$ cat src/rtl/arp_pkg.sv
// Package for the AT response parser: character codes, parse positions and
// the parser state record. Used by arp_next_state and at_response_parser_unit.
// No dependencies.
package arp_pkg;

    // Characters recognised in a modem reply.
    localparam logic [7:0] CH_CR   = 8'd13;
    localparam logic [7:0] CH_LF   = 8'd10;
    localparam logic [7:0] CH_PLUS = 8'h2B;
    localparam logic [7:0] CH_O    = 8'h4F;
    localparam logic [7:0] CH_E    = 8'h45;
    localparam logic [7:0] CH_K    = 8'h4B;
    localparam logic [7:0] CH_R    = 8'h52;

    // Reported status codes.
    localparam logic [1:0] ST_BUSY  = 2'd0;
    localparam logic [1:0] ST_OK    = 2'd1;
    localparam logic [1:0] ST_FMT   = 2'd2;
    localparam logic [1:0] ST_ERROR = 2'd3;

    // Parse positions within a reply.
    typedef enum logic [4:0] {
        P_START   = 5'd0,
        P_LF1     = 5'd1,
        P_FIRST   = 5'd2,
        P_INFO    = 5'd3,
        P_INFOTXT = 5'd4,
        P_INFOLF  = 5'd5,
        P_AFTER   = 5'd6,
        P_BLANKLF = 5'd7,
        P_FINAL   = 5'd8,
        P_O       = 5'd9,
        P_OKCR    = 5'd10,
        P_E       = 5'd11,
        P_ER      = 5'd12,
        P_ERR     = 5'd13,
        P_ERRO    = 5'd14,
        P_ERRCR   = 5'd15,
        P_ENDLF   = 5'd16,
        P_DONE    = 5'd17
    } pos_t;

    // Complete parser state carried from byte to byte.
    typedef struct packed {
        pos_t       pos;
        logic [1:0] status;
        logic [1:0] pending;
    } arp_state_t;

endpackage

$ cat src/rtl/arp_next_state.sv
// Next-state logic of the AT response parser: one byte against the current state.
// Depends on arp_pkg.
module arp_next_state
    import arp_pkg::*;
(
    input  arp_state_t cur_state,
    input  logic [7:0] byte_in,
    output arp_state_t nxt_state
);

    // Decode of the byte against each recognised character.
    logic is_cr;
    logic is_lf;
    logic is_plus;
    logic is_o;
    logic is_e;
    logic is_k;
    logic is_r;

    assign is_cr   = (byte_in == CH_CR);
    assign is_lf   = (byte_in == CH_LF);
    assign is_plus = (byte_in == CH_PLUS);
    assign is_o    = (byte_in == CH_O);
    assign is_e    = (byte_in == CH_E);
    assign is_k    = (byte_in == CH_K);
    assign is_r    = (byte_in == CH_R);

    // Position transitions. An unexpected byte flags a format error and ends
    // the reply, except at the closing LF where the position is kept.
    always_comb begin
        nxt_state = cur_state;
        case (cur_state.pos)
            P_START: begin
                if (is_cr) nxt_state.pos = P_LF1;
                else begin nxt_state.pos = P_DONE; nxt_state.status = ST_FMT; end
            end
            P_LF1: begin
                if (is_lf) nxt_state.pos = P_FIRST;
                else begin nxt_state.pos = P_DONE; nxt_state.status = ST_FMT; end
            end
            P_FIRST: begin
                if (is_plus)   nxt_state.pos = P_INFO;
                else if (is_o) nxt_state.pos = P_O;
                else if (is_e) nxt_state.pos = P_E;
                else begin nxt_state.pos = P_DONE; nxt_state.status = ST_FMT; end
            end
            P_INFO: begin
                // Repeated '+' characters are skipped.
                if (!is_plus) nxt_state.pos = P_INFOTXT;
            end
            P_INFOTXT: begin
                nxt_state.pos = is_cr ? P_INFOLF : P_INFO;
            end
            P_INFOLF: begin
                if (is_lf) nxt_state.pos = P_AFTER;
                else begin nxt_state.pos = P_DONE; nxt_state.status = ST_FMT; end
            end
            P_AFTER: begin
                if (is_o)         nxt_state.pos = P_O;
                else if (is_e)    nxt_state.pos = P_E;
                else if (is_plus) nxt_state.pos = P_INFO;
                else if (is_cr)   nxt_state.pos = P_BLANKLF;
                else begin nxt_state.pos = P_DONE; nxt_state.status = ST_FMT; end
            end
            P_BLANKLF: begin
                if (is_lf) nxt_state.pos = P_FINAL;
                else begin nxt_state.pos = P_DONE; nxt_state.status = ST_FMT; end
            end
            P_FINAL: begin
                if (is_o)      nxt_state.pos = P_O;
                else if (is_e) nxt_state.pos = P_E;
                else begin nxt_state.pos = P_DONE; nxt_state.status = ST_FMT; end
            end
            P_O: begin
                if (is_k) begin
                    nxt_state.pos     = P_OKCR;
                    nxt_state.pending = ST_OK;
                end else begin
                    nxt_state.pos = P_DONE; nxt_state.status = ST_FMT;
                end
            end
            P_OKCR: begin
                if (is_cr) nxt_state.pos = P_ENDLF;
                else begin nxt_state.pos = P_DONE; nxt_state.status = ST_FMT; end
            end
            P_E: begin
                if (is_r) nxt_state.pos = P_ER;
                else begin nxt_state.pos = P_DONE; nxt_state.status = ST_FMT; end
            end
            P_ER: begin
                if (is_r) nxt_state.pos = P_ERR;
                else begin nxt_state.pos = P_DONE; nxt_state.status = ST_FMT; end
            end
            P_ERR: begin
                if (is_o) nxt_state.pos = P_ERRO;
                else begin nxt_state.pos = P_DONE; nxt_state.status = ST_FMT; end
            end
            P_ERRO: begin
                if (is_r) begin
                    nxt_state.pos     = P_ERRCR;
                    nxt_state.pending = ST_ERROR;
                end else begin
                    nxt_state.pos = P_DONE; nxt_state.status = ST_FMT;
                end
            end
            P_ERRCR: begin
                if (is_cr) nxt_state.pos = P_ENDLF;
                else begin nxt_state.pos = P_DONE; nxt_state.status = ST_FMT; end
            end
            P_ENDLF: begin
                // A bad byte flags an error but a later LF still closes the reply.
                if (is_lf) begin
                    nxt_state.pos    = P_DONE;
                    nxt_state.status = cur_state.pending;
                end else begin
                    nxt_state.status = ST_FMT;
                end
            end
            P_DONE: begin
                // A CR after a clean reply restarts; anything else keeps the status.
                if ((cur_state.status != ST_FMT) && is_cr) begin
                    nxt_state.pos     = P_LF1;
                    nxt_state.status  = ST_BUSY;
                    nxt_state.pending = ST_BUSY;
                end else begin
                    nxt_state.pos = P_START;
                end
            end
            default: begin
                nxt_state = cur_state;
            end
        endcase
    end

endmodule

$ cat src/rtl/at_response_parser_unit.sv
// AT response parser top level: one reply byte per transfer, one status per byte.
// The status of a byte is registered and presented on the cycle after its transfer.
// One byte every clock as long as each status is taken as soon as it is presented.
// While a status waits, the next byte is taken only in the cycle that status is taken.
// Reset (aresetn, synchronous, active low): position to start, status and
// pending code to zero, output register empty.
module at_response_parser_unit
    import arp_pkg::*;
(
    input  logic       aclk,
    input  logic       aresetn,
    input  logic       s_valid,
    output logic       s_ready,
    input  logic [7:0] s_byte_in,
    output logic       m_valid,
    input  logic       m_ready,
    output logic [1:0] m_status
);

    arp_state_t state_reg;
    arp_state_t state_next;
    logic       m_valid_reg;
    logic [1:0] m_status_reg;
    logic       in_xfer;

    // A byte is taken whenever the output register is free or being emptied.
    assign s_ready = !m_valid_reg || m_ready;
    assign in_xfer = s_valid && s_ready;

    arp_next_state u_next (
        .cur_state (state_reg),
        .byte_in   (s_byte_in),
        .nxt_state (state_next)
    );

    // Parser state and the output register holding the status of the latest byte.
    always_ff @(posedge aclk) begin
        if (!aresetn) begin
            state_reg.pos     <= P_START;
            state_reg.status  <= ST_BUSY;
            state_reg.pending <= ST_BUSY;
            m_valid_reg       <= 1'b0;
            m_status_reg      <= ST_BUSY;
        end else if (in_xfer) begin
            state_reg    <= state_next;
            m_valid_reg  <= 1'b1;
            m_status_reg <= state_next.status;
        end else if (m_ready) begin
            m_valid_reg <= 1'b0;
        end
    end

    assign m_valid  = m_valid_reg;
    assign m_status = m_status_reg;

`ifndef SYNTHESIS
    // Every accepted byte produces a status on the next cycle.
    a_result_follows: assert property (@(posedge aclk) disable iff (!aresetn)
        in_xfer |=> m_valid)
        else $error("no status after an input transfer");

    // The presented status always matches the parser's status register.
    a_status_tracks: assert property (@(posedge aclk) disable iff (!aresetn)
        m_valid |-> (m_status == state_reg.status))
        else $error("output status differs from parser state");

    // The pending code is never the format-error code.
    a_pending_code: assert property (@(posedge aclk) disable iff (!aresetn)
        state_reg.pending != ST_FMT)
        else $error("pending code holds a format error");

    // Awaiting the closing LF implies a final code has been recognised.
    a_endlf_pending: assert property (@(posedge aclk) disable iff (!aresetn)
        (state_reg.pos == P_ENDLF) |->
            ((state_reg.pending == ST_OK) || (state_reg.pending == ST_ERROR)))
        else $error("closing LF awaited without a final code");
`endif

endmodule

$ cat config.mk
export PLATFORM = sky130hd
export DESIGN_NAME = at_response_parser_unit
export DESIGN_NICKNAME = d
export VERILOG_FILES = /design/src/rtl/arp_pkg.sv /design/src/rtl/arp_next_state.sv /design/src/rtl/at_response_parser_unit.sv
export SDC_FILE = /design/constraint.sdc
export NUM_CORES = 1
export LEC_CHECK = 0
export ABC_AREA = 1
export CORE_ASPECT_RATIO = 0.6
export CORE_MARGIN = 3
export CORE_UTILIZATION = 60
export DETAILED_ROUTE_END_ITERATION = 16
export DONT_BUFFER_PORTS = 1
export PLACE_DENSITY_LB_ADDON = 0.3
export SYNTH_ARGS = -nofsm -noshare
export SYNTH_HDL_FRONTEND = slang
export SYNTH_SLANG_ARGS = --single-unit
$ cat constraint.sdc
create_clock -name aclk -period 2.27 [get_ports aclk]
set_clock_uncertainty 0.1 [all_clocks]
set_input_delay 0.3405 -clock aclk [delete_from_list [all_inputs] [get_ports aclk]]
set_output_delay 0.3405 -clock aclk [all_outputs]
set_load 0.01 [all_outputs]
==> flow_metrics.tcl <==
set metrics [dict create \
    worstSetupPathType "register to register" \
    synth.area.top_cells "nand2_1, dfxtp_1, nor2_1" \
    setup_viol 0 \
    clkLatencyLatePin_ns 0.25 \
    worstRegToRegCells 11 \
    clk_path_buf_depth 2 \
    fin_crit_sh 0.8453 \
    routed.top_layer "met4" \
    die_area_um2 2898 \
    yosysTopAreaCell "nand2_1" \
    io_pins 16 \
    cts_resized 0 \
    vias 1709 \
    wl_met1_mm 1.981 \
    vdd_ir_drop_max_uv 250.3 \
    numCtsBuffers 3 \
    syn-cell-area_um2 1363 \
    p_sw_uw 253.5 \
    synth.avg_cell_area_um2 5.103 \
    layoutNonFillerInstCount 295 \
    yosysWarningCount 0 \
    largest_reg_flops 7 \
    critPathTopFamily "simple AND/OR/NAND/NOR gates" \
    die_x_um 67.52 \
    arrival_ns 1.96 \
    leakagePower_uw 0.0007590 \
    die_h_um 42.92 \
    wl_per_cell_um 14.45 \
    yosysTopAreaCellShare 0.2149 \
    rsz0062_at_grt "false" \
    synth_top_family_by_area "simple AND/OR/NAND/NOR gates" \
    fin_util 0.7068 \
    grt_max_degree 13 \
    cts_root_buf "clkbuf_8" \
    relSlewSlack 0.7625 \
    grt_pass1_wl_mm 6.782 \
    viasPerCell 5.793 \
    cts_sinks 10 \
    dp_cells 291 \
    wl_met3_um 690 \
    reg2reg_slack_ns 0.35 \
    post-route-min-period_ns 1.919 \
    h-tree-depth 1 \
    min_path_cells 2 \
    cp_cell_sequence "inv_1, nand3_1, nor2_2, nand2_1, nand3_1, nor2_1, nand2_1, nor2_4, nand3_1, nand2_1, nor2_1" \
    hold_violations 0 \
    syn_to_final_growth_pct 3.581 \
    p_sw_frac 0.3811 \
    hpwlAfterDp_mm 3.490 \
    cts_setup_buffers 0 \
    synth_seq_area_share 0.1469 \
    hold_class "input pin to register" \
    p_clk_frac 0.367 \
    crit_required_ns 2.31 \
    crit_cells 11 \
    tightestPinTransition_ns 0.3558 \
    diodes 0 \
    synth_xor_area_frac 0 \
    synth_cell_types 23 \
    cp_slowest_cell "dfxtp_1" \
    cts_tree "done" \
    finalWirelength_mm 4.263 \
    tns_ns 0 \
    slowest_delay_ns 0.52 \
    cap_viol_max_count 0 \
    synthAdderAreaFrac 0 \
    status "finished clean" \
    coreArea_um2 1997 \
    synth_compound_area_frac 0.1065 \
    p_per_area_nw_per_um2 471.2 \
    clk_pin_slew_ns 0.06 \
    syn_nets 279 \
    dr.pass1.iters 5 \
    muxShareOfSynthArea 0 \
    critPathMaxFanout 9 \
    end_kind "register" \
    place_congestion 1.095 \
    fmax_ghz 0.5212 \
    synth_seq_cells 10 \
    nets 280 \
    first_global_vias 1416 \
    drv_slew 0 \
    p_comb_frac 0.322 \
    met2_wirelength_mm 1.523 \
    cp-start-kind "register" \
    ant_nets 0 \
    std_cell_rows 12 \
    drt_iter0_markers 214 \
    drc_errors 0 \
    ctsHoldBuffers 0 \
    grt_usage 0.3156 \
    crit_buf_inv 1 \
    power.internal_uw 411.6 \
    start_util 0.6823 \
    synth-simple-area-share 0.6006 \
    layout-drive-gt1-share 0.1049 \
    antenna_found_initial 0 \
    grt_overflow 0 \
    syn_inst 267 \
    p_seq_frac 0.311 \
    port_buffers 0 \
]
==> cell usage in the layout, fill, tap and decap left out, drive strengths merged <==
cell	Yosys	final
a211oi	2	2
a21oi	12	12
a41oi	1	1
and3	1	1
buf	5	1
clkbuf	0	4
dfxtp	10	10
inv	40	40
nand2	84	84
nand3	33	33
nand3b	2	2
nand4	1	1
nor2	62	62
nor3	3	3
o21ai	9	9
o22ai	2	2
==> cells in the mapped netlist <==
library cell	instances
a211oi_1	2
a21oi_1	11
a21oi_2	1
a41oi_1	1
and3_1	1
buf_4	2
buf_6	3
dfxtp_1	10
inv_1	35
inv_2	5
nand2_1	78
nand2_2	6
nand3_1	31
nand3_2	2
nand3b_1	2
nand4_1	1
nor2_1	53
nor2_2	6
nor2_4	3
nor3_1	3
o21ai_0	8
o21ai_1	1
o22ai_1	2
==> worst paths after layout <==
path | from | endpoint
hold / removal | aresetn | m_status[1]
hold reg to reg | state_reg[1] | state_reg[1]
setup reg to reg | state_reg[4] | m_status[1]
setup / recovery | state_reg[4] | m_status[1]
==> final cells by class <==
cell class / count / area, µm²
Clock buffer: 4 / 55.05
Fill cell: 183 / 585.6
Inverter: 40 / 150.1
Multi-Input combinational cell: 212 / 963.4
Sequential cell: 10 / 200.2
Tap cell: 28 / 35.03
Timing Repair Buffer: 1 / 7.507
==> cell families after synthesis <==
| family | count (synthesis) |
|---|---|
| AND/OR/NAND/NOR | 186 |
| buffers and inverters | 45 |
| AO/OA/AOI/OAI | 26 |
| flip-flops | 10 |
==> power by group through the flow <==
stage / combinational, µW / sequential (µW) / clock (µW)
6_report: 214 / 207 / 244
2_1_floorplan: 187 / 201 / 0
3_3_place_gp: 205 / 209 / 0
5_1_grt: 238 / 209 / 250
3_5_place_dp: 206 / 210 / 0
4_1_cts: 207 / 206 / 239
==> routing by layer <==
| metal | vias up | global-route usage |
|---|---|---|
| met4 | 0 | 0.1008 |
| met1 | 725 | 0.4804 |
| met3 | 11 | 0.1138 |
| met5 | - | 0 |
| li1 | 832 | - |
| met2 | 141 | 0.3926 |
==> metrics by stage <==
| stage | instance area, µm² | hold WS [ns] | total power, µW | worst slack (ns) |
|---|---|---|---|---|
| global placement | 1356 | 0.3693 | 414.0 | 0.3972 |
| floorplan | 1363 | 0.3496 | 387.9 | 0.7172 |
| detailed placement | 1356 | 0.3787 | 415.5 | 0.4280 |
| finish | 1411 | 0.1161 | 665.0 | 0.3513 |
| global route | 1411 | 0.1205 | 696.3 | 0.1879 |
| CTS | 1411 | 0.1242 | 652.5 | 0.4016 |
Power figures use the tool's default switching activity.
